[config.mk]
export PLATFORM = sky130hd
export DESIGN_NAME = led_bar_frame_builder
export DESIGN_NICKNAME = d
export VERILOG_FILES = /design/src/lbfb_pkg.sv /design/src/led_bar_frame_builder.sv
export SDC_FILE = /design/constraint.sdc
export NUM_CORES = 1
export LEC_CHECK = 0
export BUFFER_PORTS_ARGS = -buffer_cell sky130_fd_sc_hd__buf_2
export CORE_UTILIZATION = 40
export DETAILED_ROUTE_END_ITERATION = 10
export GPL_TIMING_DRIVEN = 0
export SLEW_MARGIN = 25
export SYNTH_ARGS = -nofsm -noshare
export SYNTH_HDL_FRONTEND = slang
export SYNTH_SLANG_ARGS = --single-unit
[constraint.sdc]
create_clock -name clk -period 3.7 [get_ports clk]
set_input_delay 0.555 -clock clk [delete_from_list [all_inputs] [get_ports clk]]
set_output_delay 0.555 -clock clk [all_outputs]
set_load 0.005 [all_outputs]
[src/lbfb_pkg.sv]
// ----------------------------------------------------------------------------
// lbfb_pkg: shared types and constants for the LED bar frame builder
// Holds the payload structs, the request and register codes, the graduated
// brightness curve and the microcode table that drives the sequencer.
// ----------------------------------------------------------------------------
`default_nettype none

package lbfb_pkg;

    localparam int SEG_COUNT   = 10;
    localparam int FRAME_WORDS = SEG_COUNT + 3;
    localparam int SEG_W       = $clog2(SEG_COUNT);
    localparam int CNT_W       = $clog2(FRAME_WORDS);
    localparam int CFG_IDX_W   = 2;

    localparam logic [SEG_W-1:0] LAST_SEG  = SEG_W'(SEG_COUNT - 1);
    localparam logic [CNT_W-1:0] LAST_WORD = CNT_W'(FRAME_WORDS - 1);
    localparam logic [7:0]       FULL_ON   = 8'd255;

    // Request codes.
    localparam logic [2:0] REQ_SET_LEVEL = 3'd0;
    localparam logic [2:0] REQ_SET_ONE   = 3'd1;
    localparam logic [2:0] REQ_SET_ALL   = 3'd2;
    localparam logic [2:0] REQ_CLEAR     = 3'd3;
    localparam logic [2:0] REQ_SHOW      = 3'd4;
    localparam logic [2:0] REQ_REAPPLY   = 3'd5;

    // Configuration register indexes.
    localparam logic [CFG_IDX_W-1:0] CFG_REVERSE   = CFG_IDX_W'(0);
    localparam logic [CFG_IDX_W-1:0] CFG_GRADUATED = CFG_IDX_W'(1);

    typedef struct packed {
        logic [2:0] req_type;
        logic [7:0] bar_level;
        logic [7:0] segment_index;
        logic [7:0] segment_value;
    } req_t;

    typedef struct packed {
        logic [15:0] frame_word;
        logic        frame_last;
    } frame_t;

    // Microprogram addresses.
    typedef enum logic [2:0] {
        STEP_IDLE,
        STEP_LVL_IN,
        STEP_LVL_LOOP,
        STEP_ONE,
        STEP_ALL,
        STEP_CLEAR,
        STEP_REAPPLY,
        STEP_EMIT
    } step_t;

    typedef enum logic [2:0] {
        WR_NONE,
        WR_LEVEL,
        WR_ONE,
        WR_ALL_VAL,
        WR_ALL_ZERO
    } wr_sel_t;

    typedef enum logic [1:0] {
        LVL_KEEP,
        LVL_INPUT,
        LVL_ZERO
    } lvl_sel_t;

    typedef enum logic [1:0] {
        SEQ_JUMP,
        SEQ_DISPATCH,
        SEQ_SEG_LOOP,
        SEQ_EMIT
    } seq_t;

    typedef struct packed {
        logic     in_ready;
        wr_sel_t  wr;
        lvl_sel_t lvl;
        seq_t     seq;
        step_t    target;
    } ucode_t;

    // Graduated curve: percent * 255 / 100, truncated.
    function automatic logic [7:0] curve_value(logic [SEG_W-1:0] seg);
        logic [7:0] v;
        case (seg)
            SEG_W'(0): v = 8'd12;
            SEG_W'(1): v = 8'd25;
            SEG_W'(2): v = 8'd51;
            SEG_W'(3): v = 8'd76;
            SEG_W'(4): v = 8'd102;
            SEG_W'(5): v = 8'd127;
            SEG_W'(6): v = 8'd153;
            SEG_W'(7): v = 8'd178;
            SEG_W'(8): v = 8'd204;
            SEG_W'(9): v = 8'd255;
            default:   v = 8'd0;
        endcase
        return v;
    endfunction

    // Control store: one word per step.
    function automatic ucode_t ucode_rom(step_t s);
        ucode_t u;
        case (s)
            STEP_IDLE:     u = '{in_ready: 1'b1, wr: WR_NONE, lvl: LVL_KEEP,
                                 seq: SEQ_DISPATCH, target: STEP_IDLE};
            STEP_LVL_IN:   u = '{in_ready: 1'b0, wr: WR_NONE, lvl: LVL_INPUT,
                                 seq: SEQ_JUMP, target: STEP_LVL_LOOP};
            STEP_LVL_LOOP: u = '{in_ready: 1'b0, wr: WR_LEVEL, lvl: LVL_KEEP,
                                 seq: SEQ_SEG_LOOP, target: STEP_EMIT};
            STEP_ONE:      u = '{in_ready: 1'b0, wr: WR_ONE, lvl: LVL_KEEP,
                                 seq: SEQ_JUMP, target: STEP_EMIT};
            STEP_ALL:      u = '{in_ready: 1'b0, wr: WR_ALL_VAL, lvl: LVL_KEEP,
                                 seq: SEQ_JUMP, target: STEP_EMIT};
            STEP_CLEAR:    u = '{in_ready: 1'b0, wr: WR_ALL_ZERO, lvl: LVL_ZERO,
                                 seq: SEQ_JUMP, target: STEP_EMIT};
            STEP_REAPPLY:  u = '{in_ready: 1'b0, wr: WR_NONE, lvl: LVL_KEEP,
                                 seq: SEQ_JUMP, target: STEP_LVL_LOOP};
            STEP_EMIT:     u = '{in_ready: 1'b0, wr: WR_NONE, lvl: LVL_KEEP,
                                 seq: SEQ_EMIT, target: STEP_IDLE};
            default:       u = '{in_ready: 1'b0, wr: WR_NONE, lvl: LVL_KEEP,
                                 seq: SEQ_JUMP, target: STEP_IDLE};
        endcase
        return u;
    endfunction

endpackage

`default_nettype wire

[src/led_bar_frame_builder.sv]
// ----------------------------------------------------------------------------
// led_bar_frame_builder: ten-segment LED bar frame builder
// A microcoded sequencer updates ten channel brightness registers per command
// and streams a 13-word frame for the LED driver.
// ----------------------------------------------------------------------------
// Usage:
// Commands arrive on req (req_valid/req_ready). Every command except an
// out-of-range set_one and the unused codes produces one frame of 13
// transactions on frame (frame_valid/frame_ready): a zero command word, the
// ten channel values with channel 0 first, and two zero words, the last one
// flagged with frame_last. Register writes arrive on cfg (cfg_valid, always
// ready) and only change reverse_order or graduated_mode.
// Sequence: show goes straight to the emit step; set_one, set_all and clear
// pass through their write step first; set_level passes through the level
// input step and reapply through the reapply step, and both then run the
// level loop, which writes one segment a cycle through all ten segments,
// before the emit step. Ignored commands return straight to idle.
// The emit step issues one word per cycle into a single output register, so
// a stalled receiver holds the sequencer on that step. The last word can
// wait in the output register while the next command is accepted.
// Reset clears all channels and the stored level, sets reverse_order to 1
// and graduated_mode to 0; the block is ready in the first cycle after it.
// ----------------------------------------------------------------------------
`default_nettype none

module led_bar_frame_builder (
    input  wire logic                           clk,
    input  wire logic                           rst_n,
    input  wire logic                           req_valid,
    output logic                                req_ready,
    input  wire lbfb_pkg::req_t                 req,
    output logic                                frame_valid,
    input  wire logic                           frame_ready,
    output lbfb_pkg::frame_t                    frame,
    input  wire logic                           cfg_valid,
    output logic                                cfg_ready,
    input  wire logic [lbfb_pkg::CFG_IDX_W-1:0] cfg_index,
    input  wire logic                           cfg_data
);

    lbfb_pkg::step_t              pc_reg, pc_next;
    logic [lbfb_pkg::CNT_W-1:0]   cnt_reg, cnt_next;
    lbfb_pkg::req_t               req_reg;
    logic [lbfb_pkg::SEG_W-1:0]   level_reg, level_next;
    logic [7:0]                   ch_reg  [lbfb_pkg::SEG_COUNT];
    logic [7:0]                   ch_next [lbfb_pkg::SEG_COUNT];
    logic                         reverse_reg;
    logic                         graduated_reg;
    logic                         frame_valid_reg;
    lbfb_pkg::frame_t             frame_reg;

    lbfb_pkg::ucode_t             uw;
    logic                         req_fire;
    logic                         frame_load;
    logic [lbfb_pkg::SEG_W-1:0]   wr_seg;
    logic [lbfb_pkg::SEG_W-1:0]   wr_chan;
    logic [7:0]                   level_val;
    lbfb_pkg::frame_t             word_next;
    logic [lbfb_pkg::SEG_W-1:0]   rd_chan;

    assign cfg_ready   = 1'b1;
    assign frame_valid = frame_valid_reg;
    assign frame       = frame_reg;

    always_comb
    begin
        uw         = lbfb_pkg::ucode_rom(pc_reg);
        req_ready  = uw.in_ready;
        req_fire   = req_valid && uw.in_ready;
        frame_load = (uw.seq == lbfb_pkg::SEQ_EMIT) && (!frame_valid_reg || frame_ready);
    end

    // Sequencer: next step and shared segment/word counter.
    always_comb
    begin
        pc_next  = pc_reg;
        cnt_next = cnt_reg;
        case (uw.seq)
            lbfb_pkg::SEQ_DISPATCH:
            begin
                cnt_next = '0;
                if (req_fire)
                begin
                    case (req.req_type)
                        lbfb_pkg::REQ_SET_LEVEL: pc_next = lbfb_pkg::STEP_LVL_IN;
                        lbfb_pkg::REQ_SET_ONE:
                            pc_next = (req.segment_index < 8'(lbfb_pkg::SEG_COUNT))
                                      ? lbfb_pkg::STEP_ONE : lbfb_pkg::STEP_IDLE;
                        lbfb_pkg::REQ_SET_ALL:   pc_next = lbfb_pkg::STEP_ALL;
                        lbfb_pkg::REQ_CLEAR:     pc_next = lbfb_pkg::STEP_CLEAR;
                        lbfb_pkg::REQ_SHOW:      pc_next = lbfb_pkg::STEP_EMIT;
                        lbfb_pkg::REQ_REAPPLY:   pc_next = lbfb_pkg::STEP_REAPPLY;
                        default:                 pc_next = lbfb_pkg::STEP_IDLE;
                    endcase
                end
            end
            lbfb_pkg::SEQ_SEG_LOOP:
            begin
                if (cnt_reg == lbfb_pkg::CNT_W'(lbfb_pkg::LAST_SEG))
                begin
                    cnt_next = '0;
                    pc_next  = uw.target;
                end
                else
                begin
                    cnt_next = cnt_reg + 1'b1;
                end
            end
            lbfb_pkg::SEQ_EMIT:
            begin
                if (frame_load)
                begin
                    if (cnt_reg == lbfb_pkg::LAST_WORD)
                    begin
                        cnt_next = '0;
                        pc_next  = uw.target;
                    end
                    else
                    begin
                        cnt_next = cnt_reg + 1'b1;
                    end
                end
            end
            default:
            begin
                pc_next = uw.target;
            end
        endcase
    end

    // Stored level.
    always_comb
    begin
        case (uw.lvl)
            lbfb_pkg::LVL_INPUT:
                level_next = (req_reg.bar_level > 8'(lbfb_pkg::SEG_COUNT))
                             ? lbfb_pkg::SEG_W'(lbfb_pkg::SEG_COUNT)
                             : req_reg.bar_level[lbfb_pkg::SEG_W-1:0];
            lbfb_pkg::LVL_ZERO: level_next = '0;
            default:            level_next = level_reg;
        endcase
    end

    // Channel write path.
    always_comb
    begin
        wr_seg = (uw.wr == lbfb_pkg::WR_ONE) ? req_reg.segment_index[lbfb_pkg::SEG_W-1:0]
                                             : cnt_reg[lbfb_pkg::SEG_W-1:0];
        wr_chan = reverse_reg ? (lbfb_pkg::LAST_SEG - wr_seg) : wr_seg;
        if (cnt_reg[lbfb_pkg::SEG_W-1:0] < level_reg)
        begin
            level_val = graduated_reg ? lbfb_pkg::curve_value(cnt_reg[lbfb_pkg::SEG_W-1:0])
                                      : lbfb_pkg::FULL_ON;
        end
        else
        begin
            level_val = 8'd0;
        end
        for (int c = 0; c < lbfb_pkg::SEG_COUNT; c++)
        begin
            ch_next[c] = ch_reg[c];
            case (uw.wr)
                lbfb_pkg::WR_LEVEL:
                    if (wr_chan == lbfb_pkg::SEG_W'(c)) ch_next[c] = level_val;
                lbfb_pkg::WR_ONE:
                    if (wr_chan == lbfb_pkg::SEG_W'(c)) ch_next[c] = req_reg.segment_value;
                lbfb_pkg::WR_ALL_VAL:  ch_next[c] = req_reg.segment_value;
                lbfb_pkg::WR_ALL_ZERO: ch_next[c] = 8'd0;
                default:               ch_next[c] = ch_reg[c];
            endcase
        end
    end

    // Frame word for the current emit position.
    always_comb
    begin
        rd_chan   = lbfb_pkg::SEG_W'(cnt_reg - 1'b1);
        word_next = '0;
        if (cnt_reg >= lbfb_pkg::CNT_W'(1) && cnt_reg <= lbfb_pkg::CNT_W'(lbfb_pkg::SEG_COUNT))
        begin
            word_next.frame_word = {8'd0, ch_reg[rd_chan]};
        end
        word_next.frame_last = (cnt_reg == lbfb_pkg::LAST_WORD);
    end

    always_ff @(posedge clk or negedge rst_n)
    begin
        if (!rst_n)
        begin
            pc_reg          <= lbfb_pkg::STEP_IDLE;
            cnt_reg         <= '0;
            level_reg       <= '0;
            reverse_reg     <= 1'b1;
            graduated_reg   <= 1'b0;
            frame_valid_reg <= 1'b0;
            for (int c = 0; c < lbfb_pkg::SEG_COUNT; c++)
            begin
                ch_reg[c] <= 8'd0;
            end
        end
        else
        begin
            pc_reg    <= pc_next;
            cnt_reg   <= cnt_next;
            level_reg <= level_next;
            for (int c = 0; c < lbfb_pkg::SEG_COUNT; c++)
            begin
                ch_reg[c] <= ch_next[c];
            end
            if (cfg_valid && cfg_index == lbfb_pkg::CFG_REVERSE)
            begin
                reverse_reg <= cfg_data;
            end
            if (cfg_valid && cfg_index == lbfb_pkg::CFG_GRADUATED)
            begin
                graduated_reg <= cfg_data;
            end
            if (frame_load)
            begin
                frame_valid_reg <= 1'b1;
            end
            else if (frame_ready)
            begin
                frame_valid_reg <= 1'b0;
            end
        end
    end

    always_ff @(posedge clk)
    begin
        if (req_fire)
        begin
            req_reg <= req;
        end
        if (frame_load)
        begin
            frame_reg <= word_next;
        end
    end

    // The stored level never exceeds the segment count.
    a_level_range: assert property (@(posedge clk) disable iff (!rst_n)
        level_reg <= lbfb_pkg::SEG_W'(lbfb_pkg::SEG_COUNT))
        else $error("stored level out of range");

    // The counter is always clear while waiting for a command.
    a_idle_cnt: assert property (@(posedge clk) disable iff (!rst_n)
        (pc_reg == lbfb_pkg::STEP_IDLE) |-> (cnt_reg == '0))
        else $error("counter not clear in idle step");

    // Loading the last word of a frame returns the sequencer to idle.
    a_last_idle: assert property (@(posedge clk) disable iff (!rst_n)
        (frame_load && cnt_reg == lbfb_pkg::LAST_WORD)
        |=> (pc_reg == lbfb_pkg::STEP_IDLE && frame_valid_reg && frame_reg.frame_last))
        else $error("frame end did not return to idle");

    // The flagged word of a frame is a zero trailer word.
    a_last_zero: assert property (@(posedge clk) disable iff (!rst_n)
        (frame_valid_reg && frame_reg.frame_last) |-> (frame_reg.frame_word == 16'd0))
        else $error("last frame word not zero");

endmodule

`default_nettype wire
## After elaboration in Yosys (flattened, before gate mapping)

Memory sizes are Yosys's and may differ from the RTL's.
Index checks and enable logic that the tools add are counted.

| word-level totals | value |
|---|---|
| register bits after elaboration | 131 |
| ROM bits | 216 |
| input bits | 35 |
| output and inout port bits | 20 |
| word-level logic and storage cells | 162 |
| memories kept | 2 |

| cells by class | value |
|---|---|
| add/subtract/negate cells | 3 |
| order comparisons | 6 |
| eq/ne operators | 50 |
| mux-type cells | 52 |
| bitwise logic cells | 1 |
| reductions and logical operators | 26 |

Memories:

| memory | depth | width | rd ports | clocked after memory_dff | write ports | RTL line | text |
|---|---|---|---|---|---|---|---|
| (no name shown) | 16 | 8 | 1 | 0 | 0 | lbfb_pkg.sv:88 | `case (seg)` |
| (no name shown) | 8 | 11 | 1 | 0 | 0 | lbfb_pkg.sv:107 | `case (s)` |

Operators by type and width:

| kind | count |
|---|---|
| 8-bit case mux with 4 select lines | 10 |
| 8-bit two-way mux | 24 |
| 8-bit binary-select mux with 4-bit select | 1 |
| 3-bit AND reduction | 10 |
| 2-bit inequality test, second input constant | 14 |
| 4-bit two-way mux | 6 |
| 2-bit by 1-bit inequality test with 1-bit output, second input constant | 10 |
| 3-bit case mux with 6 select lines | 1 |
| 4-bit by 3-bit equality test with 1-bit output, second input constant | 4 |
| 4-bit equality test, second input constant | 4 |
| 3-bit by 2-bit equality test with 1-bit output, second input constant | 4 |
| 3-bit two-way mux | 4 |
| 4-bit case mux with 3 select lines | 1 |
| 3-bit equality test, second input constant | 3 |
| 3-bit case mux with 3 select lines | 1 |
| 4-bit by 2-bit equality test with 1-bit output, second input constant | 2 |
| 8-bit by 4-bit > comparator with 1-bit output, second input constant | 1 |
| 8-bit by 4-bit less-than comparator with 1-bit output, second input constant | 1 |
| 4-bit case mux with 2 select lines | 1 |
| 2-bit by 1-bit equality test with 1-bit output, second input constant | 3 |
| 2-bit equality test, second input constant | 3 |
| 3-bit by 1-bit equality test with 1-bit output, second input constant | 2 |
| 5-bit >= comparator, second input constant | 1 |
| 1-bit logical AND | 5 |
| other kinds (20) | 22 |

## Longest topological paths before layout

Gate-level depths: netlist of run 1.
An unclocked memory read counts as a cell.

| logic depth | value |
|---|---|
| depth after elaboration | 8 |
| gate-level depth with buffers | 11 |
| depth with buffers taken out | 8 |

## Worst setup path before layout of run 1

OpenSTA, ideal clock, no wires.

| timing path | value |
|---|---|
| path kind | reg2reg |
| start | register cnt_reg[0] (netlist bit) |
| end | register frame_reg, in the netlist frame[1] (data pin) |
| setup time | 0.290 ns |
| data arrival time | 2.600 ns |
| required time | 3.410 ns |
| slack | 0.810 ns |
| cell stages (with the launch flop) | 10 |
| buffers on the path | 3 |
| clock period less this slack | 2.890 ns |
| path through | dfrtp_1 -> buf_2 -> clkbuf_1 -> inv_1 -> ha_1 -> clkbuf_1 -> mux4_2 -> mux2_2 -> a22oi_1 -> nor2_1 |

| between the ends | value |
|---|---|
| word-level cells in the longest chain between the ends | 5 |
| elaborated cells on any way between the ends | 8 |
| classes of those cells | add/sub (1); order compare (2); mux (3); bitwise (1); reduce/logical (1) |

RTL lines:

| what | RTL line | text |
|---|---|---|
| start: declaration | led_bar_frame_builder.sv:42 | `logic [lbfb_pkg::CNT_W-1:0] cnt_reg, cnt_next;` |
| start signal: assignment | led_bar_frame_builder.sv:204 | `cnt_reg <= cnt_next;` |
| 4-bit by 1-bit subtractor with 4-bit output | led_bar_frame_builder.sv:177 | `rd_chan = lbfb_pkg::SEG_W'(cnt_reg - 1'b1);` |
| 4-bit NOT with 5-bit output (not written as such) | led_bar_frame_builder.sv:181 | `word_next.frame_word = {8'd0, ch_reg[rd_chan]};` |
| 8-bit binary-select mux with 4-bit select | led_bar_frame_builder.sv:181 |  |
| 8-bit two-way mux (not written as such) (2 in series) | led_bar_frame_builder.sv:181 |  |
| end signal: assignment | led_bar_frame_builder.sv:237 | `frame_reg <= word_next;` |
| end: declaration | led_bar_frame_builder.sv:50 | `lbfb_pkg::frame_t frame_reg;` |

Several ways; a longest one is shown, not always the timed one. The select of a mux whose other input is x is not followed.
A chain may end at the register's enable or synchronous reset.

## Final worst setup path of run 1

| timing path | value |
|---|---|
| start | register cnt_reg[0] (netlist bit) |
| end | register frame_reg, in the netlist frame[4] (data pin) |

Same word-level chain as after synthesis.

==> flow_metrics.py, run 1 <==
metrics = {
    "clock_tree": {
        "clk_pin_slew_worst_paths_ps": 50,
        "cts_tree": "built",
        "cts_htree_levels": 4,
        "postCtsHoldBufs": 0,
        "clock_path_buffers": 2,
        "insertion_delay_ps": 410,
        "cts_sinks": 123,
        "cts-root-buf": "clkbuf_16",
        "cts_made_buffers": 17,
    },
    "critical_path": {
        "max_stage_delay_ps": 620,
        "critical-path-top-delay-family": "buffers and inverters",
        "start_kind": "register",
        "path_max_fanout": 10,
        "worstSetupStartpoint": "cnt_reg[0]",
        "cp.required_ps": 3860,
        "cp-end-kind": "register",
        "r2r_cells": 9,
        "cp_cell_sequence": "buf_2 -> clkbuf_2 -> inv_1 -> ha_1 -> clkbuf_1 -> mux4_2 -> mux2_2 -> a22oi_1 -> nor2_1",
        "crit_slowest_cell": "clkbuf_1",
        "rr_startpoint": "cnt_reg[0]",
        "arrival_ps": 3670,
        "cp_num_buf_inv": 4,
        "critPathKind": "register to register",
        "cp_num_cells": 9,
    },
    "timing": {
        "drv_slew": 0,
        "grt_setup_unrepaired": "no",
        "setup_ws_ps": 188.8,
        "tightest_slew_ps": 934.2,
        "whs_ps": 63.63,
        "timing.fmax_mhz": 284.8,
        "setup_viol": 0,
        "hold_viol_final": 0,
        "period_share": 0.9490,
        "finalClockSkew_ps": 6.675,
        "fin_crit_ps": 3511,
        "relSlewSlack": 0.3772,
    },
    "synthesis": {
        "syn_area_um2": 6181,
        "yosysWarnings": 0,
        "synth_edf_count": 29,
        "syn_inst": 449,
        "yosysTopAreaCellShare": 0.3765,
        "ys_ff_latch": 123,
        "synth_area_per_cell_um2": 13.77,
        "synth_area_leaders": "dfrtp_1 38%, mux2_2 17%, edfxtp_1 14%, mux4_2 5.8%, ha_1 2.2%",
        "yosysSeqAreaShare": 0.5217,
        "yosysTopAreaCell": "dfrtp_1",
        "ys_types": 61,
        "synth_ff_type": "dfrtp_1",
        "async_flop_share": 0.7642,
    },
    "placed_design": {
        "gp_congestion": 0.7702,
        "placed_area_um2": 6734,
        "post-place-ws_ps": -222.5,
        "numPortBuffers": 45,
        "hpwl_mm": 9.480,
    },
    "floorplanning": {
        "start_util": 0.4081,
        "die_h_um": 126.3,
        "chipWidth_um": 126.3,
        "dieArea_um2": 15950,
        "core-area_um2": 15150,
        "rows": 45,
        "io_pins": 55,
    },
    "cells_and_area": {
        "layout_common_cells": "95 x mux2_2, 93 x dfrtp_1, 53 x buf_2",
        "area_delta_synth_final_pct": 19.03,
        "final_nets": 568,
        "mostFrequentLayoutCell": "mux2_2",
        "layout-drive-gt1-share": 0.4262,
        "fin_util": 0.4858,
        "final_cell_area_um2": 7357,
        "largest_reg_flops": 80,
        "diodes": 0,
    },
    "grt": {
        "grt_pass1_vias": 4205,
        "gr-max-usage-layer": "met2",
        "use_met1": 0.2422,
        "grtUsageMet3": 0.04724,
        "grt_pass1_wl_mm": 22.47,
        "grt_overflow": 0,
        "grt_use_total": 0.1880,
        "grt_max_degree": 52,
        "gr-usage-met2": 0.3104,
        "antenna_found_initial": 0,
    },
    "power_and_ir_drop": {
        "p_leak_nw": 3.150,
        "power-per-cell-area_nw_per_um2": 929.3,
        "worst_ir_drop_vdd_mv": 0.4233,
        "finalPower_w": 0.006837,
    },
    "status": {
        "status": "finished clean",
    },
    "routing": {
        "num_vias": 3928,
        "vias_per_cell": 5.433,
        "drt-wirelength-per-cell_um": 18.77,
        "drc": 0,
        "dr.pass1.iters": 4,
        "drt_iter0_drc": 195,
        "routed_wl_mm": 13.57,
        "detail-route-antenna-nets": 0,
    },
    "min_path": {
        "hp-class": "input pin to asynchronous set/reset pin",
    },
    "job": {
        "max-cap-violations": 0,
    },
}
## cells by family (layout without fill, tap and decap cells)
kind of cell | after synthesis | after routing | synth area share
adders and majority gates | 11 | 11 | 0.02227
AOI/OAI and AO/OA | 78 | 78 | 0.1012
muxes | 121 | 121 | 0.2504
xor gates and xnor gates | 5 | 5 | 0.008301
DFF | 123 | 123 | 0.5217
other | 2 | 9 | 0.001215
and+or+nand+nor | 68 | 68 | 0.06174
buffers and inverters | 41 | 120 | 0.03320
## metrics by stage
stage	cells	TNS, ps
after floorplan	456	0
after global placement	689	-4944
after detailed placement	691	-1484
after CTS	723	0
after global routing	723	0
final	723	0
## power breakdown
group | switching [W] | leakage (nW) | internal, W
combinational | 0.00159 | 1.40 | 0.00141
clock | 0.000567 | 0.301 | 0.00112
sequential | 0.000233 | 1.45 | 0.00192
## cell type report
cell class              count  area (µm²)
multi-input cells         292        2814
repair buffers             47       264.0
clock inverters             6       82.58
flip-flops and latches    123        3224
inverters                  14       52.55
clock buffers              26       530.5
well taps                 188       235.2
fillers                  1325        7789
plain buffers              27       153.9
## final timing paths
kind / to / slack [ps]
max in group asynchronous: ch_reg[76] / 3040
worst min-delay path: ch_reg[13] / 60
worst min register to register: ch_reg[50] / 490
worst max-delay path: frame[4] / 190
worst max register to register: frame[4] / 190
min in group clk: req_reg[17] / 320
## synthesized netlist by cell type (7+ instances only)
cell type	n
edfxtp_1	29
clkbuf_1	8
nand2_1	10
nor2_1	19
inv_1	13
o21ai_0	16
mux4_2	16
dfrtp_1	93
nand2b_1	8
a22oi_1	8
buf_4	9
a21oi_1	7
a22o_1	9
mux2_2	95
buf_2	8
ha_1	11
## worst register-to-register path, stage by stage, from the launching register on
cell	delay [ps]
dfrtp_1	390
buf_2	330
clkbuf_2	400
inv_1	200
ha_1	360
clkbuf_1	620
mux4_2	400
mux2_2	280
a22oi_1	210
nor2_1	60
## what timing repair did
action,in CTS,in global routing
buffers inserted,0,0
resized for setup,1,1
endpoints found under the setup margin,8,2
## routing by layer
metal / wire [µm] / up-vias / share of wire
met5: 0 / - / 0
met4: 199 / 0 / 0.015
met3: 399 / 16 / 0.029
met2: 6640 / 70 / 0.49
met1: 6333 / 2024 / 0.47
li1: - / 1818 / -
Power figures use the tool's default switching activity.
==> run 2: changes to the inputs <==
--- a/config.mk
+++ b/config.mk
@@ -6,9 +6,11 @@
 export NUM_CORES = 1
 export LEC_CHECK = 0
 export BUFFER_PORTS_ARGS = -buffer_cell sky130_fd_sc_hd__buf_2
+export CORE_MARGIN = 3
 export CORE_UTILIZATION = 40
 export DETAILED_ROUTE_END_ITERATION = 10
 export GPL_TIMING_DRIVEN = 0
+export SETUP_SLACK_MARGIN = 0.2
 export SLEW_MARGIN = 25
 export SYNTH_ARGS = -nofsm -noshare
 export SYNTH_HDL_FRONTEND = slang
==> run 2 against run 1 <==
Effect of this change: die area up 6.4%; largest cell class unchanged; via count is 1.5% lower; critical path depth stayed put.
==> flow_metrics.py, run 2 (synthesis gave the netlist of run 1 again) <==
metrics = {
    "critical_path": {
        "start_kind": "register",
        "critPathKind": "register to register",
        "max_stage_delay_ps": 580,
        "cp_cell_sequence": "buf_2 -> buf_1 -> a21oi_1 -> ha_1 -> nor3b_1 -> a211o_1 -> o22ai_2 -> o31ai_4 -> mux2_2",
        "cp-end-kind": "register",
        "rr_startpoint": "cnt_reg[2]",
        "crit_slowest_cell": "o31ai_4",
        "r2r_end": "ch_reg[52]",
        "path_max_fanout": 10,
        "cp.required_ps": 3990,
        "r2r_cells": 9,
        "r2r_slack_ps": 470,
        "arrival_ps": 3520,
    },
    "power_and_ir_drop": {
        "power-per-cell-area_nw_per_um2": 942.1,
        "worst_ir_drop_vdd_mv": 0.5286,
        "p_leak_nw": 3.155,
    },
    "min_path": {
        "min_from": "req[0]",
        "hold_path_end": "req_reg[0]",
        "whs_path_depth": 1,
        "hp-class": "input pin to register",
    },
    "floorplanning": {
        "io_pins": 55,
        "dieArea_um2": 16980,
        "rows": 44,
        "chipWidth_um": 130.3,
        "start_util": 0.4174,
        "core-area_um2": 14810,
        "die_h_um": 130.3,
    },
    "cells_and_area": {
        "layout_common_cells": "95 x mux2_2, 93 x dfrtp_1, 52 x buf_2",
        "area_delta_synth_final_pct": 19.21,
        "final_cell_area_um2": 7368,
        "mostFrequentLayoutCell": "mux2_2",
        "diodes": 0,
        "final_nets": 568,
        "largest_reg_flops": 80,
        "fin_util": 0.4976,
        "layout-drive-gt1-share": 0.4206,
        "nFillCells": 1294,
    },
    "clock_tree": {
        "cts_tree": "built",
        "insertion_delay_ps": 410,
        "post_cts_buffers": 0,
        "clk_pin_slew_worst_paths_ps": 50,
        "cts_htree_levels": 4,
        "cts_sinks": 123,
        "clock_path_buffers": 2,
        "cts_made_buffers": 17,
        "cts-root-buf": "clkbuf_16",
    },
    "timing": {
        "timing.fmax_mhz": 309.9,
        "hold_viol_final": 0,
        "setup_viol": 0,
        "period_share": 0.8721,
        "setup_tns_ps": 0,
        "finalClockSkew_ps": 6.322,
        "fin_crit_ps": 3227,
        "grt_setup_unrepaired": "no",
        "tightest_slew_ps": 886.6,
        "relSlewSlack": 0.4025,
        "drv_slew": 0,
    },
    "placed_design": {
        "gp_congestion": 0.8494,
        "placed_area_um2": 6704,
        "hpwl_mm": 9.637,
        "numPortBuffers": 45,
    },
    "routing": {
        "detail-route-antenna-nets": 0,
        "dr.pass1.iters": 4,
        "routed_wl_mm": 13.58,
        "num_vias": 3870,
        "drt_iter0_drc": 217,
        "drt-wirelength-per-cell_um": 18.88,
        "drc": 0,
        "vias_per_cell": 5.382,
    },
    "grt": {
        "grt_max_degree": 71,
        "gr-usage-met2": 0.2658,
        "use_met1": 0.2349,
        "grt_pass1_wl_mm": 21.56,
        "grt_pass1_vias": 3913,
        "antenna_found_initial": 0,
        "grt_use_total": 0.1709,
        "gr-max-usage-layer": "met2",
        "grtUsageMet3": 0.04994,
        "grt_overflow": 0,
    },
    "status": {
        "status": "finished clean",
    },
    "job": {
        "max-cap-violations": 0,
    },
}
run 2: changes by cell type in the layout (fill, tap and decap cells not counted), sizes merged:
cell	change
clkbuf	+1
clkinv	-2
bufinv	+1
dlygate4sd3	+1
buf	-1
run 2: what timing repair did:
item,in CTS,in global routing
gates resized for setup,3,3
hold buffers,1,0
pin swaps,0,0
endpoints found under the setup margin,38,28
endpoints found under the hold margin,2,0
run 2: how the worst max path moves through the flow:
stage,start,end,slack [ps],cells past startpoint
after floorplan,cnt_reg[0],frame[1],810,9
after global placement,cnt_reg[0],frame[6],-230,9
after detailed placement,cnt_reg[0],frame[6],-230,9
after CTS,cnt_reg[0],frame[6],250,9
after global routing,cnt_reg[0],frame[5],280,9
final,cnt_reg[2],ch_reg[52],470,9
run 2: final cells by class:
class                           instances  area [µm²]  area share
Buffer                                 27       156.4     0.02123
Clock buffer                           27       535.5     0.07268
Clock inverter                          5       102.6     0.01392
Inverter                               14       52.55    0.007132
Multi-Input combinational cell        292        2798      0.3797
Sequential cell                       123        3224      0.4376
Tap cell                              184       230.2     0.03124
Timing Repair Buffer                   47       269.0     0.03651
run 2: layer usage:
metal  vias to the layer above  wire length, µm
met1                      1961             6410
li1                       1820                -
met4                         0              143
met5                         -                0
met2                        79             6484
met3                        10              537
run 2: worst max-delay path: cells and delay by family, from the launching register on:
kind | cells | cell delay, ps
compound gates | 4 | 1020
fa+ha+maj | 1 | 360
mux | 1 | 400
buf+inv | 2 | 650
flops | 1 | 360
simple gates | 1 | 310
run 2: power breakdown:
group	leakage (nW)	total, W	internal [W]	switching, W
combinational	1.40	0.00303	0.00140	0.00163
clock	0.308	0.00175	0.00119	0.000561
sequential	1.45	0.00216	0.00192	0.000234
run 2: stage by stage:
step / instances / power, W / hold WS [ps] / setup slack (ps)
4_1_cts: 719 / 0.006998 / 299.6 / 249.6
5_1_grt: 719 / 0.007350 / 298.1 / 276.0
3_3_place_gp: 685 / 0.005090 / 462.9 / -229.4
3_5_place_dp: 686 / 0.005215 / 439.1 / -227.8
2_1_floorplan: 456 / 0.004324 / 259.4 / 809.9
6_report: 719 / 0.006941 / 316.2 / 473.1
==> run 3: changes to the inputs <==
--- a/config.mk
+++ b/config.mk
@@ -7,9 +7,10 @@
 export LEC_CHECK = 0
 export BUFFER_PORTS_ARGS = -buffer_cell sky130_fd_sc_hd__buf_2
 export CORE_MARGIN = 3
-export CORE_UTILIZATION = 40
+export CORE_UTILIZATION = 50
 export DETAILED_ROUTE_END_ITERATION = 10
 export GPL_TIMING_DRIVEN = 0
+export PLACE_DENSITY = 0.69
 export SETUP_SLACK_MARGIN = 0.2
 export SLEW_MARGIN = 25
 export SYNTH_ARGS = -nofsm -noshare
==> constraint.sdc (replaced) <==
create_clock -name clk -period 3.45 [get_ports clk]
set_input_delay 0.5175 -clock clk [delete_from_list [all_inputs] [get_ports clk]]
set_output_delay 0.5175 -clock clk [all_outputs]
set_load 0.005 [all_outputs]
==> run 3 against run 2 <==
Effect of this change: utilization increased by 13 points; flip-flop and latch count stayed put; first-iteration DRC count grew 38%; sequential power increased by 7%; clock power is 4% higher; sequential share of layout area shrank 0.13 points; total power rose by 7.1%; maximum frequency up 4.9%; wire length grew 0.44%; cell count shrank 2.4%; die area shrank 19%; critical path type unchanged.
==> flow_metrics.py, run 3 (synthesis gave the netlist of run 1 again) <==
metrics = {
    "clock_tree": {
        "clock_path_buffers": 2,
        "insertion_delay_ps": 420,
        "clk_pin_slew_worst_paths_ps": 60,
        "cts_made_buffers": 17,
        "cts_sinks": 123,
        "cts_tree": "built",
        "cts-root-buf": "clkbuf_16",
        "cts_htree_levels": 4,
    },
    "cells_and_area": {
        "layout.cells.non_filler": 702,
        "diodes": 0,
        "fin_util": 0.6284,
        "final_cell_area_um2": 7390,
        "final_nets": 571,
        "layout.area.seq_um2": 3224,
        "layout-drive-gt1-share": 0.4312,
        "nFillCells": 875,
        "layout_common_cells": "95 x mux2_2, 93 x dfrtp_1, 52 x buf_2",
        "mostFrequentLayoutCell": "mux2_2",
        "area_delta_synth_final_pct": 19.55,
        "multi_input_area_um2": 2811,
        "largest_reg_flops": 80,
    },
    "placed_design": {
        "gp_congestion": 0.8288,
        "dp_cells": 667,
        "placed_area_um2": 6689,
        "hpwl_mm": 9.396,
        "post-place-ws_ps": -406.1,
        "numPortBuffers": 45,
    },
    "critical_path": {
        "cp_cell_sequence": "buf_2 -> nand3b_4 -> buf_6 -> mux2i_1 -> ha_1 -> nor3b_1 -> a211o_1 -> o22ai_2 -> o31ai_4 -> mux2_2",
        "r2r_slack_ps": 370,
        "path_max_fanout": 10,
        "arrival_ps": 3380,
        "max_stage_delay_ps": 590,
        "start_kind": "register",
        "cp_num_buf_inv": 2,
        "critical-path-top-delay-family": "compound AO/OA/AOI/OAI gates",
        "cp.required_ps": 3750,
        "cp-end-kind": "register",
        "crit_slowest_cell": "o31ai_4",
        "critPathKind": "register to register",
    },
    "min_path": {
        "hp-class": "input pin to register",
    },
    "routing": {
        "detail-route-antenna-nets": 0,
        "drt-wirelength-per-cell_um": 19.42,
        "vias_per_cell": 5.647,
        "num_vias": 3964,
        "dr.pass1.iters": 4,
        "routed_wl_mm": 13.64,
        "drt_iter0_drc": 300,
        "drc": 0,
    },
    "grt": {
        "antenna_found_initial": 0,
        "grt_max_degree": 74,
        "grt_overflow": 0,
        "grt_pass1_vias": 4162,
        "grt_use_total": 0.2168,
        "grt_pass1_wl_mm": 21.95,
    },
    "floorplanning": {
        "io_pins": 55,
        "chipWidth_um": 117.2,
        "dieArea_um2": 13730,
        "core-area_um2": 11760,
        "rows": 39,
        "start_util": 0.5256,
        "die_h_um": 117.2,
    },
    "job": {
        "max-cap-violations": 0,
    },
    "status": {
        "status": "finished clean",
    },
    "power_and_ir_drop": {
        "p_leak_nw": 3.178,
        "worst_ir_drop_vdd_mv": 0.4668,
        "power-per-cell-area_nw_per_um2": 1006,
    },
    "timing": {
        "period_share": 0.8919,
        "tightest_slew_ps": 1043,
        "drv_slew": 0,
        "setup_viol": 0,
        "finalClockSkew_ps": 4.876,
        "grt_setup_unrepaired": "no",
        "hold_viol_final": 0,
        "relSlewSlack": 0.2972,
        "fin_crit_ps": 3077,
        "timing.fmax_mhz": 325.0,
        "setup_ws_ps": 372.9,
    },
}
[run 3: power breakdown]
part / internal (W) / switching (W) / total, W
combinational: 0.00154 / 0.00174 / 0.00329
clock: 0.00119 / 0.000638 / 0.00182
sequential: 0.00206 / 0.000262 / 0.00232
[run 3: cell type report]
cell class / instances / area share
sequential: 123 / 0.4363
multi-input combinational: 292 / 0.3805
clock buffer: 23 / 0.06908
timing repair buffer: 50 / 0.04250
tap: 164 / 0.02777
buffer: 27 / 0.02201
clock inverter: 9 / 0.01473
inverter: 14 / 0.007111
[run 3: final timing paths]
check	endpoint	startpoint	cells after the start
max in group asynchronous	ch_reg[67]	rst_n	3
max reg2reg	ch_reg[61]	pc_reg[2]	10
min	req_reg[0]	req[0]	1
min reg2reg	level_reg[3]	level_reg[3]	2
min in group asynchronous	level_reg[1]	rst_n	2
max	ch_reg[61]	pc_reg[2]	10
[run 3: timing repair]
item                                   in CTS  in global routing
setup endpoints to repair                  38                 86
pin swaps                                   0                  2
buffers inserted                            0                  2
resized for setup                           5                  5
cloned                                      0                  0
endpoints found under the hold margin      20                  0
hold buffers                                1                  0
[run 3: per-stage QoR]
stage | hold slack [ps] | setup TNS (ps) | total power (W)
after floorplan | 221.9 | 0 | 0.004637
after global placement | 462.6 | -7123 | 0.005371
after detailed placement | 385.4 | -6359 | 0.005528
after CTS | 259.3 | 0 | 0.007404
after global routing | 249.4 | 0 | 0.007868
final | 270.4 | 0 | 0.007433
[run 3: metal layers]
| layer | part of all wire | global-route usage |
|---|---|---|
| met1 | 0.46 | 0.3000 |
| met3 | 0.044 | 0.05758 |
| met2 | 0.48 | 0.3416 |
| met5 | 0 | 0 |
| met4 | 0.0089 | 0.05887 |
